$ cat config.mk
export PLATFORM = sky130hd
export DESIGN_NAME = crc8_command_framer_checker_top
export DESIGN_NICKNAME = d
export VERILOG_FILES = /design/src/hw/rtl/crc8cf_pkg.sv /design/src/hw/rtl/crc8cf_cfg.sv /design/src/hw/rtl/crc8cf_engine.sv /design/src/hw/rtl/crc8_command_framer_checker_top.sv
export SDC_FILE = /design/constraint.sdc
export NUM_CORES = 1
export LEC_CHECK = 0
export ABC_CLOCK_PERIOD_IN_PS = 4200
export BUFFER_PORTS_ARGS = -buffer_cell sky130_fd_sc_hd__buf_4
export CAP_MARGIN = 20
export CORE_UTILIZATION = 50
export DETAILED_ROUTE_END_ITERATION = 10
export PLACE_DENSITY = 0.7
export RECOVER_POWER = 50
export SLEW_MARGIN = 20
export SYNTH_ARGS = -nofsm -noshare
export SYNTH_HDL_FRONTEND = slang
export SYNTH_SLANG_ARGS = --single-unit
$ cat constraint.sdc
create_clock -name clk -period 4.2 [get_ports clk]
set_clock_uncertainty 0.2 [all_clocks]
set_input_delay 1.26 -clock clk [delete_from_list [all_inputs] [get_ports clk]]
set_output_delay 1.26 -clock clk [all_outputs]
set_load 0.1 [all_outputs]
$ cat src/hw/rtl/crc8cf_pkg.sv
// Shared types, constants and CRC function of the CRC-8 command framer and checker.
package crc8cf_pkg;

  localparam logic [7:0] CRC_INIT      = 8'h82;
  localparam logic [7:0] CRC_POLY      = 8'h8C;
  localparam logic [7:0] CHECK_STATE   = 8'hE1;
  localparam logic [7:0] CHECK_VERSION = 8'h23;
  localparam logic [7:0] GOOD_LENGTH   = 8'd3;
  localparam logic [7:0] WRITE_LOW     = 8'd2;
  localparam logic [7:0] WRITE_HIGH    = 8'd8;

  localparam logic [7:0] ADDR_RESET    = 8'd144;
  localparam logic [7:0] VERSION_RESET = 8'd0;
  localparam logic [7:0] STATE_RESET   = 8'd1;

  localparam logic [1:0] ACT_WRITE = 2'd0;
  localparam logic [1:0] ACT_READ  = 2'd1;
  localparam logic [1:0] ACT_REPLY = 2'd2;

  localparam logic [1:0] ST_OK        = 2'd0;
  localparam logic [1:0] ST_BAD_ORDER = 2'd1;
  localparam logic [1:0] ST_CRC_ERR   = 2'd2;
  localparam logic [1:0] ST_BAD_LEN   = 2'd3;

  localparam logic [1:0] REG_ADDR    = 2'd0;
  localparam logic [1:0] REG_VERSION = 2'd1;
  localparam logic [1:0] REG_STATE   = 2'd2;

  typedef enum logic [1:0] {
    PH_IDLE,
    PH_WRITE,
    PH_READ
  } phase_t;

  typedef struct packed {
    logic [1:0]  action;
    logic [7:0]  order;
    logic [15:0] value;
    logic [7:0]  reply_byte;
  } cmd_t;

  typedef struct packed {
    logic        tx_valid;
    logic [7:0]  tx_byte;
    logic        tx_last;
    logic        done_res;
    logic [1:0]  status;
    logic [15:0] payload;
    logic [1:0]  payload_count;
  } res_t;

  typedef struct packed {
    logic [7:0] seed;
    logic [7:0] version_code;
    logic [7:0] state_code;
  } cfg_t;

  function automatic logic [7:0] crc_feed(input logic [7:0] crc_in, input logic [7:0] b);
    logic [7:0] c;
    c = crc_in ^ b;
    for (int i = 0; i < 8; i++) begin
      if (c[0]) begin
        c = (c >> 1) ^ CRC_POLY;
      end else begin
        c = c >> 1;
      end
    end
    return c;
  endfunction

  localparam logic [7:0] SEED_RESET = crc_feed(CRC_INIT, ADDR_RESET);

  function automatic res_t make_tx(input logic [7:0] b, input logic last);
    res_t r;
    r = '0;
    r.tx_valid = 1'b1;
    r.tx_byte  = b;
    r.tx_last  = last;
    return r;
  endfunction

  function automatic res_t make_done(input logic [1:0] st, input logic [15:0] pl,
                                     input logic [1:0] cnt);
    res_t r;
    r = '0;
    r.done_res      = 1'b1;
    r.status        = st;
    r.payload       = pl;
    r.payload_count = cnt;
    return r;
  endfunction

endpackage

$ cat src/hw/rtl/crc8cf_cfg.sv
// Configuration registers; the address is kept as its precomputed CRC seed.
module crc8cf_cfg import crc8cf_pkg::*; (
  input  logic       clk,
  input  logic       rst,
  input  logic       cfg_we,
  input  logic [1:0] cfg_index,
  input  logic [7:0] cfg_data,
  output cfg_t       cfg
);

  always_ff @(posedge clk) begin
    if (rst) begin
      cfg.seed         <= SEED_RESET;
      cfg.version_code <= VERSION_RESET;
      cfg.state_code   <= STATE_RESET;
    end else if (cfg_we) begin
      case (cfg_index)
        REG_ADDR:    cfg.seed         <= crc_feed(CRC_INIT, cfg_data);
        REG_VERSION: cfg.version_code <= cfg_data;
        REG_STATE:   cfg.state_code   <= cfg_data;
        default: begin
        end
      endcase
    end
  end

endmodule

$ cat src/hw/rtl/crc8cf_engine.sv
// Input register, frame sequencer and reply checker producing at most one result per step.
module crc8cf_engine import crc8cf_pkg::*; (
  input  logic clk,
  input  logic rst,
  input  cfg_t cfg,
  input  logic cmd_valid,
  output logic cmd_ready,
  input  cmd_t cmd,
  input  logic advance,
  output logic emit_valid,
  output res_t emit
);

  cmd_t        item;
  logic        item_valid;
  logic [1:0]  seq;
  phase_t      phase;
  logic [1:0]  reply_count;
  logic [7:0]  crc_acc;
  logic [7:0]  frame_crc;
  logic [7:0]  length_byte;
  logic [15:0] payload_store;

  logic [1:0]  seq_next;
  phase_t      phase_next;
  logic [1:0]  reply_count_next;
  logic [7:0]  crc_acc_next;
  logic [7:0]  frame_crc_next;
  logic [7:0]  length_byte_next;
  logic [15:0] payload_store_next;

  logic       step;
  logic       retire;
  logic [7:0] acc_fed;
  logic       write_ok;
  logic       state_hit;
  logic       version_hit;

  assign step        = item_valid && advance;
  assign cmd_ready   = !item_valid || (step && retire);
  assign acc_fed     = crc_feed(crc_acc, item.reply_byte);
  assign write_ok    = (item.order >= WRITE_LOW) && (item.order <= WRITE_HIGH);
  assign state_hit   = item.order == cfg.state_code;
  assign version_hit = item.order == cfg.version_code;

  always_comb begin
    seq_next           = seq;
    phase_next         = phase;
    reply_count_next   = reply_count;
    crc_acc_next       = crc_acc;
    frame_crc_next     = frame_crc;
    length_byte_next   = length_byte;
    payload_store_next = payload_store;
    retire             = 1'b1;
    emit_valid         = 1'b0;
    emit               = '0;
    unique case (item.action)
      ACT_WRITE: begin
        emit_valid = 1'b1;
        if (!write_ok) begin
          emit             = make_done(ST_BAD_ORDER, 16'd0, 2'd0);
          phase_next       = PH_IDLE;
          reply_count_next = 2'd0;
          crc_acc_next     = CRC_INIT;
        end else begin
          retire   = 1'b0;
          seq_next = seq + 2'd1;
          unique case (seq)
            2'd0: begin
              emit             = make_tx(item.order, 1'b0);
              frame_crc_next   = crc_feed(cfg.seed, item.order);
              phase_next       = PH_WRITE;
              reply_count_next = 2'd0;
              crc_acc_next     = cfg.seed;
            end
            2'd1: begin
              emit           = make_tx(item.value[7:0], 1'b0);
              frame_crc_next = crc_feed(frame_crc, item.value[7:0]);
            end
            2'd2: begin
              emit           = make_tx(item.value[15:8], 1'b0);
              frame_crc_next = crc_feed(frame_crc, item.value[15:8]);
            end
            default: begin
              emit     = make_tx(frame_crc, 1'b1);
              retire   = 1'b1;
              seq_next = 2'd0;
            end
          endcase
        end
      end
      ACT_READ: begin
        emit_valid = 1'b1;
        if (!state_hit && !version_hit) begin
          emit             = make_done(ST_BAD_ORDER, 16'd0, 2'd0);
          phase_next       = PH_IDLE;
          reply_count_next = 2'd0;
          crc_acc_next     = CRC_INIT;
        end else if (seq == 2'd0) begin
          emit               = make_tx(item.order, 1'b0);
          retire             = 1'b0;
          seq_next           = 2'd1;
          phase_next         = PH_READ;
          reply_count_next   = 2'd0;
          crc_acc_next       = cfg.seed;
          length_byte_next   = 8'd0;
          payload_store_next = 16'd0;
        end else begin
          emit     = make_tx(state_hit ? CHECK_STATE : CHECK_VERSION, 1'b1);
          seq_next = 2'd0;
        end
      end
      ACT_REPLY: begin
        priority case (phase)
          PH_WRITE: begin
            if (reply_count == 2'd2) begin
              emit_valid       = 1'b1;
              emit             = make_done((acc_fed == 8'd0) ? ST_OK : ST_CRC_ERR,
                                           16'd0, 2'd0);
              phase_next       = PH_IDLE;
              reply_count_next = 2'd0;
              crc_acc_next     = CRC_INIT;
            end else begin
              reply_count_next = reply_count + 2'd1;
              crc_acc_next     = acc_fed;
            end
          end
          PH_READ: begin
            unique case (reply_count)
              2'd0: length_byte_next = item.reply_byte;
              2'd1: payload_store_next[7:0] = item.reply_byte;
              2'd2: payload_store_next[15:8] = item.reply_byte;
              default: begin
              end
            endcase
            if (reply_count == 2'd3) begin
              emit_valid = 1'b1;
              if (acc_fed != 8'd0) begin
                emit = make_done(ST_CRC_ERR, 16'd0, 2'd0);
              end else if (length_byte != GOOD_LENGTH) begin
                emit = make_done(ST_BAD_LEN, 16'd0, 2'd0);
              end else begin
                emit = make_done(ST_OK, payload_store, 2'd2);
              end
              phase_next       = PH_IDLE;
              reply_count_next = 2'd0;
              crc_acc_next     = CRC_INIT;
            end else begin
              reply_count_next = reply_count + 2'd1;
              crc_acc_next     = acc_fed;
            end
          end
          default: begin
          end
        endcase
      end
      default: begin
      end
    endcase
    if (!item_valid) begin
      emit_valid = 1'b0;
    end
  end

  always_ff @(posedge clk) begin
    if (rst) begin
      item_valid    <= 1'b0;
      seq           <= 2'd0;
      phase         <= PH_IDLE;
      reply_count   <= 2'd0;
      crc_acc       <= CRC_INIT;
      length_byte   <= 8'd0;
      payload_store <= 16'd0;
    end else begin
      if (cmd_ready) begin
        item_valid <= cmd_valid;
      end
      if (step) begin
        seq           <= seq_next;
        phase         <= phase_next;
        reply_count   <= reply_count_next;
        crc_acc       <= crc_acc_next;
        length_byte   <= length_byte_next;
        payload_store <= payload_store_next;
      end
    end
  end

  always_ff @(posedge clk) begin
    if (cmd_valid && cmd_ready) begin
      item <= cmd;
    end
    if (step) begin
      frame_crc <= frame_crc_next;
    end
  end

endmodule

$ cat src/hw/rtl/crc8_command_framer_checker_top.sv
// A result passes through the input register and then the result register. Reply bytes
// are taken at one beat per cycle while the result register is free. A write command
// sends its order, value bytes and frame CRC, a read command its order and check code,
// one transmit byte per cycle through the single result register while it is free.
// Reset is synchronous and active high: it clears the pipeline and link state and
// restores the configuration registers to their defaults.
module crc8_command_framer_checker_top import crc8cf_pkg::*; (
  input  logic       clk,
  input  logic       rst,
  input  logic       cmd_valid,
  output logic       cmd_ready,
  input  cmd_t       cmd,
  output logic       res_valid,
  input  logic       res_ready,
  output res_t       res,
  input  logic       cfg_we,
  input  logic [1:0] cfg_index,
  input  logic [7:0] cfg_data
);

  cfg_t cfg;
  logic out_free;
  logic emit_valid;
  res_t emit;

  assign out_free = !res_valid || res_ready;

  crc8cf_cfg u_cfg (
    .clk       (clk),
    .rst       (rst),
    .cfg_we    (cfg_we),
    .cfg_index (cfg_index),
    .cfg_data  (cfg_data),
    .cfg       (cfg)
  );

  crc8cf_engine u_engine (
    .clk        (clk),
    .rst        (rst),
    .cfg        (cfg),
    .cmd_valid  (cmd_valid),
    .cmd_ready  (cmd_ready),
    .cmd        (cmd),
    .advance    (out_free),
    .emit_valid (emit_valid),
    .emit       (emit)
  );

  always_ff @(posedge clk) begin
    if (rst) begin
      res_valid <= 1'b0;
    end else if (out_free) begin
      res_valid <= emit_valid;
    end
  end

  always_ff @(posedge clk) begin
    if (out_free && emit_valid) begin
      res <= emit;
    end
  end

endmodule
Word-level counts from Yosys, hierarchy flattened
Cells that the tools add are included.
{ "op_classes": {"add_sub_neg": 2, "n_lt_le_gt_ge": 2, "n_eq_ne": 26, "mux": 185, "n_bitwise": 45, "reduce_logical": 34} }
{ "ops": {"columns": ["cell", "n"], "rows": [
  ["8-bit two-way mux", 136],
  ["31-bit two-way mux", 4],
  ["2-bit inverter with 3-bit output", 40],
  ["31-bit one-hot mux with 3 select lines", 1],
  ["30-bit one-hot mux with 3 select lines", 1],
  ["31-bit one-hot mux with 2 select lines", 1],
  ["16-bit two-way mux", 3],
  ["8-bit one-hot mux with 3 select lines", 2],
  ["16-bit one-hot mux with 2 select lines", 1],
  ["8-bit one-hot mux with 2 select lines", 2],
  ["8-bit XOR", 4],
  ["2-bit two-way mux", 15],
  ["30-bit two-way mux", 1],
  ["21-bit two-way mux", 1],
  ["20-bit two-way mux", 1],
  ["6-bit AND reduction", 3],
  ["8-bit equality test", 2],
  ["2-bit equality test (second input constant)", 6],
  ["2-bit one-hot mux with 2 select lines", 3],
  ["2-bit one-hot mux with 3 select lines", 2],
  ["2-bit by 1-bit equality test with 1-bit output (second input constant)", 5],
  ["3-bit by 2-bit inequality test with 1-bit output (second input constant)", 3],
  ["8-bit by 2-bit greater-or-equal comparator with 1-bit output (second input constant)", 1],
  ["8-bit by 4-bit less-or-equal comparator with 1-bit output (second input constant)", 1],
  ["23 further kinds", 55]
]} }
{ "word_totals": {"reg_bits": 137, "input_bits": 49, "output_inout_bits": 33, "wordCells": 318} }

Depth between registers and ports, before layout
Gate-level depths: netlist of the first run.
{ "depth": {"word_depth": 39, "mapped_depth": 9, "depth_no_buf": 8} }

By module
From an unflattened synthesis of the first run, not the netlist that was laid out.
{ "unflattened": {"hier_cells": 653, "area_unflattened_um2": 7119.3} }
{ "modules_own_cells": {"columns": ["module", "n_inst", "cells_each", "area_each_um2", "seq_area_each_um2"], "rows": [
  ["crc8cf_engine", 1, 520, 5142.4, 2042.0],
  ["crc8cf_cfg", 1, 97, 991.0, 480.5],
  ["crc8_command_framer_checker_top", 1, 36, 985.9, 950.9]
]} }

Least setup slack after synthesis of the first run
OpenSTA, ideal clock, no wires.
{ "synth_timing": {"path_type": "input port to flip-flop", "start": "input res_ready", "end": "register u_engine.item[0] in the netlist's numbering (enable)", "setup_time_ns": 0.429, "arrival_ns": 3.103, "required_ns": 3.571, "path_slack_ns": 0.468, "path_stages": 3, "path_buffers": 0, "path_cell_list": "nand2b_1 -> o22ai_1 -> nor2b_1"} }
{ "synth_via": {"elab_chain_len": 5} }
{ "synth_lines": {"columns": ["item", "line", "rtl"], "rows": [
  ["start: declaration", "crc8_command_framer_checker_top.sv:14", "input logic res_ready,"],
  ["1-bit logical OR", "crc8_command_framer_checker_top.sv:26", "assign out_free = !res_valid || res_ready;"],
  ["1-bit logical AND", "crc8cf_engine.sv:39", "assign step = item_valid && advance;"],
  ["1-bit logical AND", "crc8cf_engine.sv:40", "assign cmd_ready = !item_valid || (step && retire);"],
  ["1-bit logical OR", "crc8cf_engine.sv:40", null],
  ["1-bit logical AND", "crc8cf_engine.sv:190", "if (cmd_valid && cmd_ready) begin"],
  ["end signal: assignment", "crc8cf_engine.sv:191", "item <= cmd;"],
  ["end: declaration", "crc8cf_engine.sv:14", "cmd_t item;"]
]} }
Every way passes these cells.
A chain may end at the register's enable or synchronous reset.

Worst setup path in the final report of the first run
{ "layout_timing": {"start": "register u_engine.item[26] in the netlist's numbering", "end": "output cmd_ready"} }
{ "layout_via": {"elab_chain_len": 7, "elab_cells_between_ends": 13, "classes_between": "order compare (2); eq/ne (2); mux (3); reduce/logical (6)"} }
{ "layout_lines": {"columns": ["item", "line", "rtl"], "rows": [
  ["branches (longest 4 deep; another with 8-bit by 2-bit greater-or-equal comparator with 1-bit output)", null, null],
  ["1-bit one-hot mux with 2 select lines (*)", "crc8cf_engine.sv:57", "unique case (item.action)"],
  ["1-bit logical AND (*)", "crc8cf_engine.sv:40", null],
  ["1-bit logical OR (*)", "crc8cf_engine.sv:40", null],
  ["end: declaration", "crc8_command_framer_checker_top.sv:11", "output logic cmd_ready,"]
]} }
Mark *: on every way between the ends.

==> impl_metrics.tcl, run 1 <==
set metrics [dict create \
    syn-cell-area_um2 7110 \
    dp_cells 904 \
    syn-num-nets 738 \
    switching_share_pct 26.3 \
    grt.busiest_layer "met2" \
    synth_top_flop_cell "edfxtp_1" \
    num_rows 43 \
    die-width_um 121 \
    wire_per_inst_um 17.2 \
    slew_viol_final 0 \
    nets 808 \
    path_depth 7 \
    syn_to_final_growth_pct 17.0 \
    crit_start "u_engine.item[26]" \
    gp_congestion 0.874 \
    yosys.area_share.simple_pct 11.4 \
    synth_fa_ha_area_share_pct 2.82 \
    status "complete, no violations" \
    hp-class "reg -> reg" \
    drtIter0Drc 362 \
    syn_avg_cell_area_um2 10.6 \
    grtUsageTotal_pct 23.2 \
    clkPwrFrac_pct 42.2 \
    die_h_um 121 \
    crit_slowest_cell "edfxtp_1" \
    synthXorXnorAreaFrac_pct 15.3 \
    comb_power_share_pct 15.7 \
    post-route-util_pct 59.9 \
    critPathMaxStageDelay_ns 0.57 \
    start_util_pct 51.2 \
    core_um2 13900 \
    reg2regPathDepth 7 \
    finalSetupViolations 0 \
    crit_type "reg -> out" \
    tightest_slew_ns 1.19 \
    synth_compound_gate_area_share_pct 13.5 \
    detail-route-antenna-nets 0 \
    fmax_mhz 248 \
    slew_headroom_pct 21.3 \
    layout_common_cells "89 x xnor2_1, 72 x edfxtp_1, 64 x dfxtp_1" \
    yosysWarnings 0 \
    place_hpwl_um 11700 \
    n_fill_cell 1186 \
    synthMuxAreaShare_pct 4.05 \
    path_delay_family "compound AO/OA/AOI/OAI gates" \
    finalCritPeriodShare_pct 96.0 \
    clk_path_buf_depth 2 \
    critPathCaptureType "output pin" \
    synth_edf_count 72 \
    maxCapViolations 0 \
    startpoint_type "flip-flop" \
    wirelength_um 16100 \
    synth-seq-cells 136 \
    p_total_mw 3.58 \
    cpMostUsedCell "o22ai_2" \
    cts_tree "done" \
    switching_power_uw 941 \
    power.density_nw_per_um2 431 \
    drc 0 \
    internal_power_mw 2.64 \
    rrSetupSlack_ns 1.29 \
    critPathMaxFanout 7 \
    grtUsageMet3_pct 5.26 \
    drive_gt1_share_pct 13.2 \
    timing.rr.start "u_engine.item[33]" \
    vias 5255 \
    overflow 0 \
    htreeDepth 4 \
    ioPinCount 82 \
    timing.final.crit_period_ns 4.03 \
    power.leakage_nw 2.91 \
    final_common_cell "xnor2_1" \
    ir_worst_vdd_v 0.000275 \
    synth.distinct_cells 65 \
    grt_pass1_wl_um 26000 \
    rr_endpoint "u_engine.item[25]" \
    cts_root_buf "clkbuf_16" \
    worstPathArrival_ns 2.57 \
    antennaDiodeCount 0 \
    stdcell_count 936 \
    synth_top_family_by_area "XOR/XNOR gates" \
    dieArea_um2 14700 \
    postSynthCellCount 673 \
    rsz0062_at_grt "false" \
    yosysSeqAreaShare_pct 48.4 \
    cts-buffers-inserted 17 \
    first_pass_iters 5 \
    met1_usage_pct 31.9 \
    power_frac_seq_pct 42.1 \
    crit_chain "xnor2_1, nand4_1, o22ai_2, a21oi_1, o22ai_2, inv_1, buf_4" \
    timing.setup.tns_ns 0 \
    finalHoldViolations 0 \
    async_flop_share_pct 0 \
    numPortBuffers 80 \
    first_global_vias 5093 \
    endpoint "cmd_ready" \
    crit_required_ns 2.74 \
    clock_latency_ns 0.42 \
    vias_per_cell 5.61 \
    whs_ns 0.273 \
    antenna_found_initial 0 \
    grtUsageMet2_pct 36.1 \
    cts.sinks 136 \
    clk_pin_slew_ns 0.06 \
    grt_max_degree 76 \
    worst-path-buf-inv 2 \
]
==> per-stage QoR <==
| stage | area, µm² | setup slack (ns) |
|---|---|---|
| after floorplan | 7110 | 0.468 |
| after global placement | 7850 | 0.408 |
| after detailed placement | 7850 | 0.400 |
| after CTS | 8460 | 0.0434 |
| after global routing | 8320 | 0.0254 |
| final | 8320 | 0.166 |
==> power groups by stage <==
stage / Clock [mW] / Combinational, mW / Sequential [mW]
6_report: 1.51 / 0.561 / 1.51
5_1_grt: 1.58 / 0.607 / 1.51
4_1_cts: 1.53 / 0.574 / 1.51
3_5_place_dp: 0 / 0.569 / 1.54
3_3_place_gp: 0 / 0.559 / 1.53
2_1_floorplan: 0 / 0.363 / 1.60
==> state kept, by name, indices dropped and copies added, names as in the netlist <==
signal and cells:
u_engine.item 34, u_engine.phase 2, u_engine.crc_acc 8, u_engine.reply_count 2, u_engine.item_valid 1, u_cfg.cfg 24
res_valid 1, u_engine.seq 2, u_engine.length_byte 8, res 30, u_engine.frame_crc 8, u_engine.payload_store 16
==> worst min-delay path by stage <==
stage | from | end | slack [ns] | cells after the start
6_report | u_engine.payload_store[0] | u_engine.payload_store[0] | 0.27 | 2
2_1_floorplan | u_engine.payload_store[10] | u_engine.payload_store[10] | 0.25 | 2
3_5_place_dp | u_engine.payload_store[2] | u_engine.payload_store[2] | 0.26 | 2
4_1_cts | u_engine.payload_store[0] | u_engine.payload_store[0] | 0.27 | 2
5_1_grt | u_engine.payload_store[0] | u_engine.payload_store[0] | 0.29 | 2
3_3_place_gp | u_engine.payload_store[4] | u_engine.payload_store[4] | 0.26 | 2
==> kinds of logic (layout without fill, tap and decap cells) <==
group,after synthesis,count (layout)
AO/OA/AOI/OAI,135,135
multiplexers,28,28
other,1,1
AND/OR/NAND/NOR,159,159
flip-flops,136,136
adder cells (fa/ha/maj),16,16
XOR/XNOR,117,117
buffers and inverters,81,164
==> cell type report <==
class,count,area (µm²),area share [%]
Tap cell,180,225,2.71
Inverter,46,173,2.08
Clock inverter,10,115,1.38
Multi-Input combinational cell,456,3350,40.3
Timing Repair Buffer,86,510,6.14
Clock buffer,22,497,5.97
Sequential cell,136,3440,41.4
==> cells in the mapped netlist (all sizes together) (4+ instances only) <==
cell    count  area share (%)
nand2b      5            0.44
edfxtp     72              30
a211oi     10             1.2
a222oi      4            0.56
o211ai      5            0.53
xor2       22             2.7
dfxtp      64              18
a22oi       4            0.42
nor2       54             2.9
mux2i      22             3.1
nand4       7            0.62
inv        44             2.3
o21ai      26             1.8
xnor2      92              12
mux2        6            0.95
ha         16             2.8
nand3       8            0.56
nor3       11            0.77
nand2      27             1.5
clkbuf     32             1.7
nor4        5            0.65
and2       17             1.5
o32ai      24             3.0
nand3b     12             1.3
a221oi      8            0.99
a21oi      31             2.2
==> layer usage <==
metal	vias up	wire (µm)
li1	2540	-
met1	2496	7400
met5	-	0
met3	26	1150
met2	193	7320
met4	0	266
==> worst reg2reg max path: cells and delay by family (launching register included) <==
| kind | cells | cell delay, ns |
|---|---|---|
| flops | 1 | 0.44 |
| buf+inv | 3 | 0.84 |
| fa+ha+maj | 1 | 0.32 |
| compound gates | 2 | 0.61 |
| simple gates | 1 | 0.13 |
==> repair_timing <==
item / in CTS / in global routing
hold buffers: 0 / 0
endpoints found under the setup margin: 0 / 1
resized for setup: 0 / 1
setup buffers: 0 / 0
(Power assumes the default switching activity.)
==> run 2: changes to the inputs <==
--- a/config.mk
+++ b/config.mk
@@ -8,6 +8,7 @@
 export ABC_CLOCK_PERIOD_IN_PS = 4200
 export BUFFER_PORTS_ARGS = -buffer_cell sky130_fd_sc_hd__buf_4
 export CAP_MARGIN = 20
+export CORE_MARGIN = 3
 export CORE_UTILIZATION = 50
 export DETAILED_ROUTE_END_ITERATION = 10
 export PLACE_DENSITY = 0.7
==> run 2 against run 1 <==
Sequential cell count did not move. Final cell count fell by 0.53%. Core utilization rose by 0.84 points. Sequential share of layout area rose by 0.40 points. Maximum frequency fell by 0.45%. Worst hold slack got worse by 0.0018 ns. Non-clock buffer count fell by 1. Via count fell by 0.86%. Critical path type unchanged.
==> impl_metrics.tcl, run 2 (same netlist as run 1, synthesis figures left out) <==
set metrics [dict create \
    status "complete, no violations" \
    first_pass_iters 5 \
    critPathCaptureType "output pin" \
    start_util_pct 52.4 \
    finalHoldViolations 0 \
    cts-buffers-inserted 17 \
    nets 807 \
    cts_tree "done" \
    holdCritStartpoint "u_engine.payload_store[4]" \
    worstPathArrival_ns 2.59 \
    final_common_cell "xnor2_1" \
    syn_to_final_growth_pct 15.9 \
    min_to "u_engine.payload_store[4]" \
    rrSetupSlack_ns 1.23 \
    top_register "u_engine.item" \
    place_hpwl_um 11900 \
    grt_max_degree 76 \
    wire_per_inst_um 17.6 \
    cts.sinks 136 \
    grt_pass1_wl_um 26100 \
    first_global_vias 5076 \
    startpoint_type "flip-flop" \
    power.density_nw_per_um2 415 \
    p_total_mw 3.42 \
    timing.setup.tns_ns 0 \
    gp_congestion 0.894 \
    timing.final.crit_period_ns 4.05 \
    rr_endpoint "u_engine.payload_store[7]" \
    slew_viol_final 0 \
    num_rows 42 \
    finalSetupViolations 0 \
    timing.rr.start "u_engine.item[26]" \
    layout_common_cells "89 x xnor2_1, 72 x edfxtp_1, 64 x dfxtp_1" \
    maxCapViolations 0 \
    largest_register_ffs 34 \
    core_um2 13600 \
    cts_root_buf "clkbuf_16" \
    drc 0 \
    ioPinCount 82 \
    dpl_cell_area_um2 7830 \
    vias 5210 \
    antenna_found_initial 0 \
    cts_resized 1 \
    tightest_slew_ns 1.19 \
    htreeDepth 4 \
    numPortBuffers 80 \
    antennaDiodeCount 0 \
    slew_headroom_pct 21.2 \
    vias_per_cell 5.60 \
    ir_worst_vdd_v 0.000280 \
    stdcell_area_um2 8240 \
    clock_latency_ns 0.42 \
    top_regs "u_engine.item x34, res x30, u_cfg.cfg x24" \
    die-width_um 125 \
    drive_gt1_share_pct 12.7 \
    hold_buffers 0 \
    grtUsageTotal_pct 21.0 \
    dieArea_um2 15700 \
    drtIter0Drc 390 \
    power.leakage_nw 2.85 \
    whs_path_depth 2 \
    detail-route-antenna-nets 0 \
    clk_pin_slew_ns 0.06 \
    post-cts-setup-buffer-count 0 \
    wirelength_um 16400 \
    reg2regPathDepth 6 \
    overflow 0 \
    critPathMaxFanout 7 \
    rsz0062_at_grt "false" \
    n_fill_cell 1146 \
    hp-class "reg -> reg" \
    clk_path_buf_depth 2 \
    crit_type "reg -> out" \
    crit_required_ns 2.74 \
    die_h_um 125 \
    finalCritPeriodShare_pct 96.5 \
    fmax_mhz 247 \
]
run 2: worst max path at each step:
stage / start / endpoint / slack (ns) / cells past startpoint
2_1_floorplan: res_ready / u_engine.item[0] / 0.47 / 3
5_1_grt: u_engine.item[33] / cmd_ready / 0.01 / 7
3_5_place_dp: res_ready / cmd_ready / 0.38 / 5
6_report: u_engine.item[26] / cmd_ready / 0.15 / 7
4_1_cts: u_engine.item[26] / cmd_ready / 0.14 / 7
3_3_place_gp: res_ready / cmd_ready / 0.40 / 5
run 2: critical path, stage by stage, from the launching register on:
cell and delay [ns]:
edfxtp_1 0.55, xnor2_1 0.21, nand4_1 0.20, o22ai_2 0.38, a21oi_1 0.22, o22ai_2 0.29
inv_1 0.07, buf_4 0.24
run 2: final cells by class:
class	instances	area, µm²	share of cell area [%]
tap	176	220	2.67
inverter	46	173	2.10
clock inverter	9	77.6	0.942
clock buffer	23	458	5.56
timing repair buffer	85	503	6.11
sequential	136	3440	41.8
multi-input combinational	456	3360	40.8
run 2: per-layer routing:
layer  routed length [µm]  track usage, %  vias up
met3                 1260            6.14       21
met2                 7330            32.1      193
met4                  286            7.02        0
met5                    0               0        -
met1                 7510            28.7     2461
li1                     -               -     2535
run 2: where the power goes:
part           internal [mW]  switching, mW
clock network          0.821          0.530
logic                  0.220          0.342
registers               1.46         0.0476
total                   2.50          0.919
run 2: through the flow:
| stage | util (%) | setup WS, ns | std cells | hold WS, ns |
|---|---|---|---|---|
| 3_5_place_dp | 57.8 | 0.375 | 899 | 0.264 |
| 3_3_place_gp | 57.8 | 0.401 | 899 | 0.259 |
| 2_1_floorplan | - | 0.468 | 673 | 0.252 |
| 6_report | 60.8 | 0.148 | 931 | 0.271 |
| 4_1_cts | 61.8 | 0.142 | 931 | 0.273 |
| 5_1_grt | 60.8 | 0.0121 | 931 | 0.290 |
==> run 3: changes to the inputs <==
--- a/config.mk
+++ b/config.mk
@@ -16,4 +16,5 @@
 export SLEW_MARGIN = 20
 export SYNTH_ARGS = -nofsm -noshare
 export SYNTH_HDL_FRONTEND = slang
+export SYNTH_HIERARCHICAL = 1
 export SYNTH_SLANG_ARGS = --single-unit
==> run 3 against run 2 <==
Register-to-register slack lost 0.11 ns. Maximum frequency rose by 3.6%. Highest routed layer unchanged. Sequential share of layout area is 0.47 points higher. Worst setup slack improved by 0.14 ns. Via count down 2.6%. Sequential cell count up 1. Non-clock buffer count is 1 higher. Critical path depth decreased by 1. The flow now finishes with violations (capacitance limit, slew limit). Sequential power hardly changed. Core utilization is 0.16 points lower. Total power up 2.4%. Combinational power decreased by 3%.
==> impl_metrics.tcl, run 3 <==
set metrics [dict create \
    hp-class "reg -> reg" \
    crit_required_ns 2.74 \
    start_util_pct 52.5 \
    cts-buffers-inserted 17 \
    vias 5075 \
    place_hpwl_um 11500 \
    place_ws_ns 0.498 \
    drtIter0Drc 402 \
    first_pass_iters 7 \
    detail-route-antenna-nets 0 \
    rsz0062_at_grt "false" \
    power.leakage_nw 3.02 \
    top_regs "u_engine/item x34, res x31, u_cfg/cfg x24" \
    grt_max_degree 53 \
    clock_latency_ns 0.42 \
    fmax_mhz 256 \
    cts_tree "done" \
    cts_root_buf "clkbuf_16" \
    synth.distinct_cells 72 \
    hold_buffers 0 \
    htreeDepth 4 \
    cts_resized 0 \
    grt_pass1_wl_um 25700 \
    startpoint_type "flip-flop" \
    yosysMostFrequentCell "edfxtp_1" \
    die_h_um 125 \
    post-route-util_pct 60.6 \
    syn_avg_cell_area_um2 10.9 \
    clk_pin_slew_ns 0.06 \
    drive_gt1_share_pct 14.9 \
    final_common_cell "edfxtp_1" \
    layout_common_cells "73 x edfxtp_1, 68 x xnor2_1, 64 x dfxtp_1" \
    cts.sinks 137 \
    timing.final.crit_period_ns 3.91 \
    postSynthCellCount 653 \
    power_frac_seq_pct 43.5 \
    switching_power_uw 974 \
    maxCapViolations 1 \
    internal_power_mw 2.53 \
    wire_per_inst_um 17.5 \
    finalCritPeriodShare_pct 93.2 \
    stdcell_count 908 \
    synth_area_leaders "edfxtp_1 31%, dfxtp_1 18%, xnor2_1 8.4%" \
    synth-seq-cells 137 \
    critPathMaxFanout 7 \
    antennaDiodeCount 0 \
    ioPinCount 82 \
    critPathCaptureType "output pin" \
    switching_share_pct 27.8 \
    syn-cell-area_um2 7120 \
    synth_area_leader_cell "edfxtp_1" \
    power.density_nw_per_um2 426 \
    post-cts-setup-buffer-count 0 \
    worst_slack_ns 0.287 \
    n_fill_cell 1151 \
    yosysWarnings 6 \
    antenna_found_initial 0 \
    dp_cells 876 \
    slew_viol_final 16 \
    grtUsageTotal_pct 20.5 \
    syn-num-nets 718 \
    synth_top_area_share_pct 30.8 \
    crit_type "reg -> out" \
    tightest_slew_ns 1.54 \
    largest_register_ffs 34 \
    clkPwrFrac_pct 40.9 \
    num_rows 42 \
    syn_to_final_growth_pct 15.4 \
    top_register "u_engine/item" \
    slew_headroom_pct -2.72 \
    vias_per_cell 5.59 \
    finalHoldViolations 0 \
    dieArea_um2 15700 \
    overflow 0 \
    worstPathArrival_ns 2.45 \
    core_um2 13600 \
    drc 0 \
    first_global_vias 5043 \
    nets 784 \
    clk_path_buf_depth 2 \
    violations "capacitance limit, slew limit" \
    status "finished with violations" \
    synth_top_flop_cell "edfxtp_1" \
    synth_edf_count 73 \
    die-width_um 125 \
    wirelength_um 15900 \
    synth_commonest_cells "73 x edfxtp_1, 68 x xnor2_1, 64 x dfxtp_1" \
    numPortBuffers 81 \
    async_flop_share_pct 0 \
    finalSetupViolations 0 \
    yosysSeqAreaShare_pct 48.8 \
    gp_congestion 0.892 \
    comb_power_share_pct 15.6 \
    ir_worst_vdd_v 0.000245 \
]
-- run 3: cell count changes after synthesis, moves of 10 or more --
cell | before | now
xor2_1 | 22 | 39
xnor2_1 | 89 | 68
inv_1 | 44 | 22
buf_2 | 0 | 10
clkbuf_1 | 31 | 20
o32ai_1 | 24 | 2
a22o_1 | 1 | 16
-- run 3: logic make-up after synthesis --
logic type	synth area share, %
simple gates	11.8
compound gates	13.5
flops	48.8
xor+xnor	15.5
buf+inv	3.76
mux	3.80
fa+ha+maj	2.81
other cells	0.0527
-- run 3: metrics by stage --
stage / hold slack [ns] / cell area (µm²) / setup TNS, ns / power (mW)
3_3_place_gp: 0.256 / 7800 / 0 / 2.09
6_report: 0.269 / 8220 / 0 / 3.50
5_1_grt: 0.283 / 8220 / 0 / 3.65
2_1_floorplan: 0.240 / 7120 / -6.18 / 1.97
4_1_cts: 0.269 / 8380 / 0 / 3.54
3_5_place_dp: 0.260 / 7800 / 0 / 2.11
-- run 3: power by group through the flow --
stage / registers (mW) / logic (mW) / clock network [mW]
floorplan: 1.61 / 0.353 / 0
CTS: 1.52 / 0.559 / 1.46
global placement: 1.55 / 0.544 / 0
finish: 1.52 / 0.546 / 1.43
detailed placement: 1.55 / 0.554 / 0
global route: 1.53 / 0.587 / 1.53
-- run 3: area by class of cell --
type	instances	area [µm²]	area share [%]
Tap cell	176	220	2.68
Clock buffer	18	439	5.34
Clock inverter	14	141	1.72
Timing Repair Buffer	86	514	6.26
Sequential cell	137	3470	42.3
Inverter	22	82.6	1.01
Multi-Input combinational cell	455	3350	40.7
-- run 3: critical path, cell delays in order (launching register included) --
cell      delay [ns]
edfxtp_1        0.55
o21ba_2         0.28
o21ai_2         0.13
or2_0           0.30
nor2_1          0.09
o211ai_1        0.32
buf_4           0.36
-- run 3: metal layers --
metal  up-vias  share of wire [%]  GRT usage (%)
met5         -                  0              0
li1       2454                  -              -
met2       165                 47           31.7
met4         0                1.6           6.51
met3        21                6.8           5.88
met1      2435                 45           28.0
-- run 3: path summary, 6_finish.rpt --
| path | endpoint | cells past startpoint | from | slack, ns |
|---|---|---|---|---|
| worst max-delay path | cmd_ready | 6 | u_engine/item[25] | 0.29 |
| worst min-delay path | u_engine/payload_store[13] | 2 | u_engine/payload_store[13] | 0.27 |
| worst max register to register | u_engine/item[27] | 6 | u_engine/item[25] | 1.12 |
| worst min register to register | u_engine/payload_store[13] | 2 | u_engine/payload_store[13] | 0.27 |
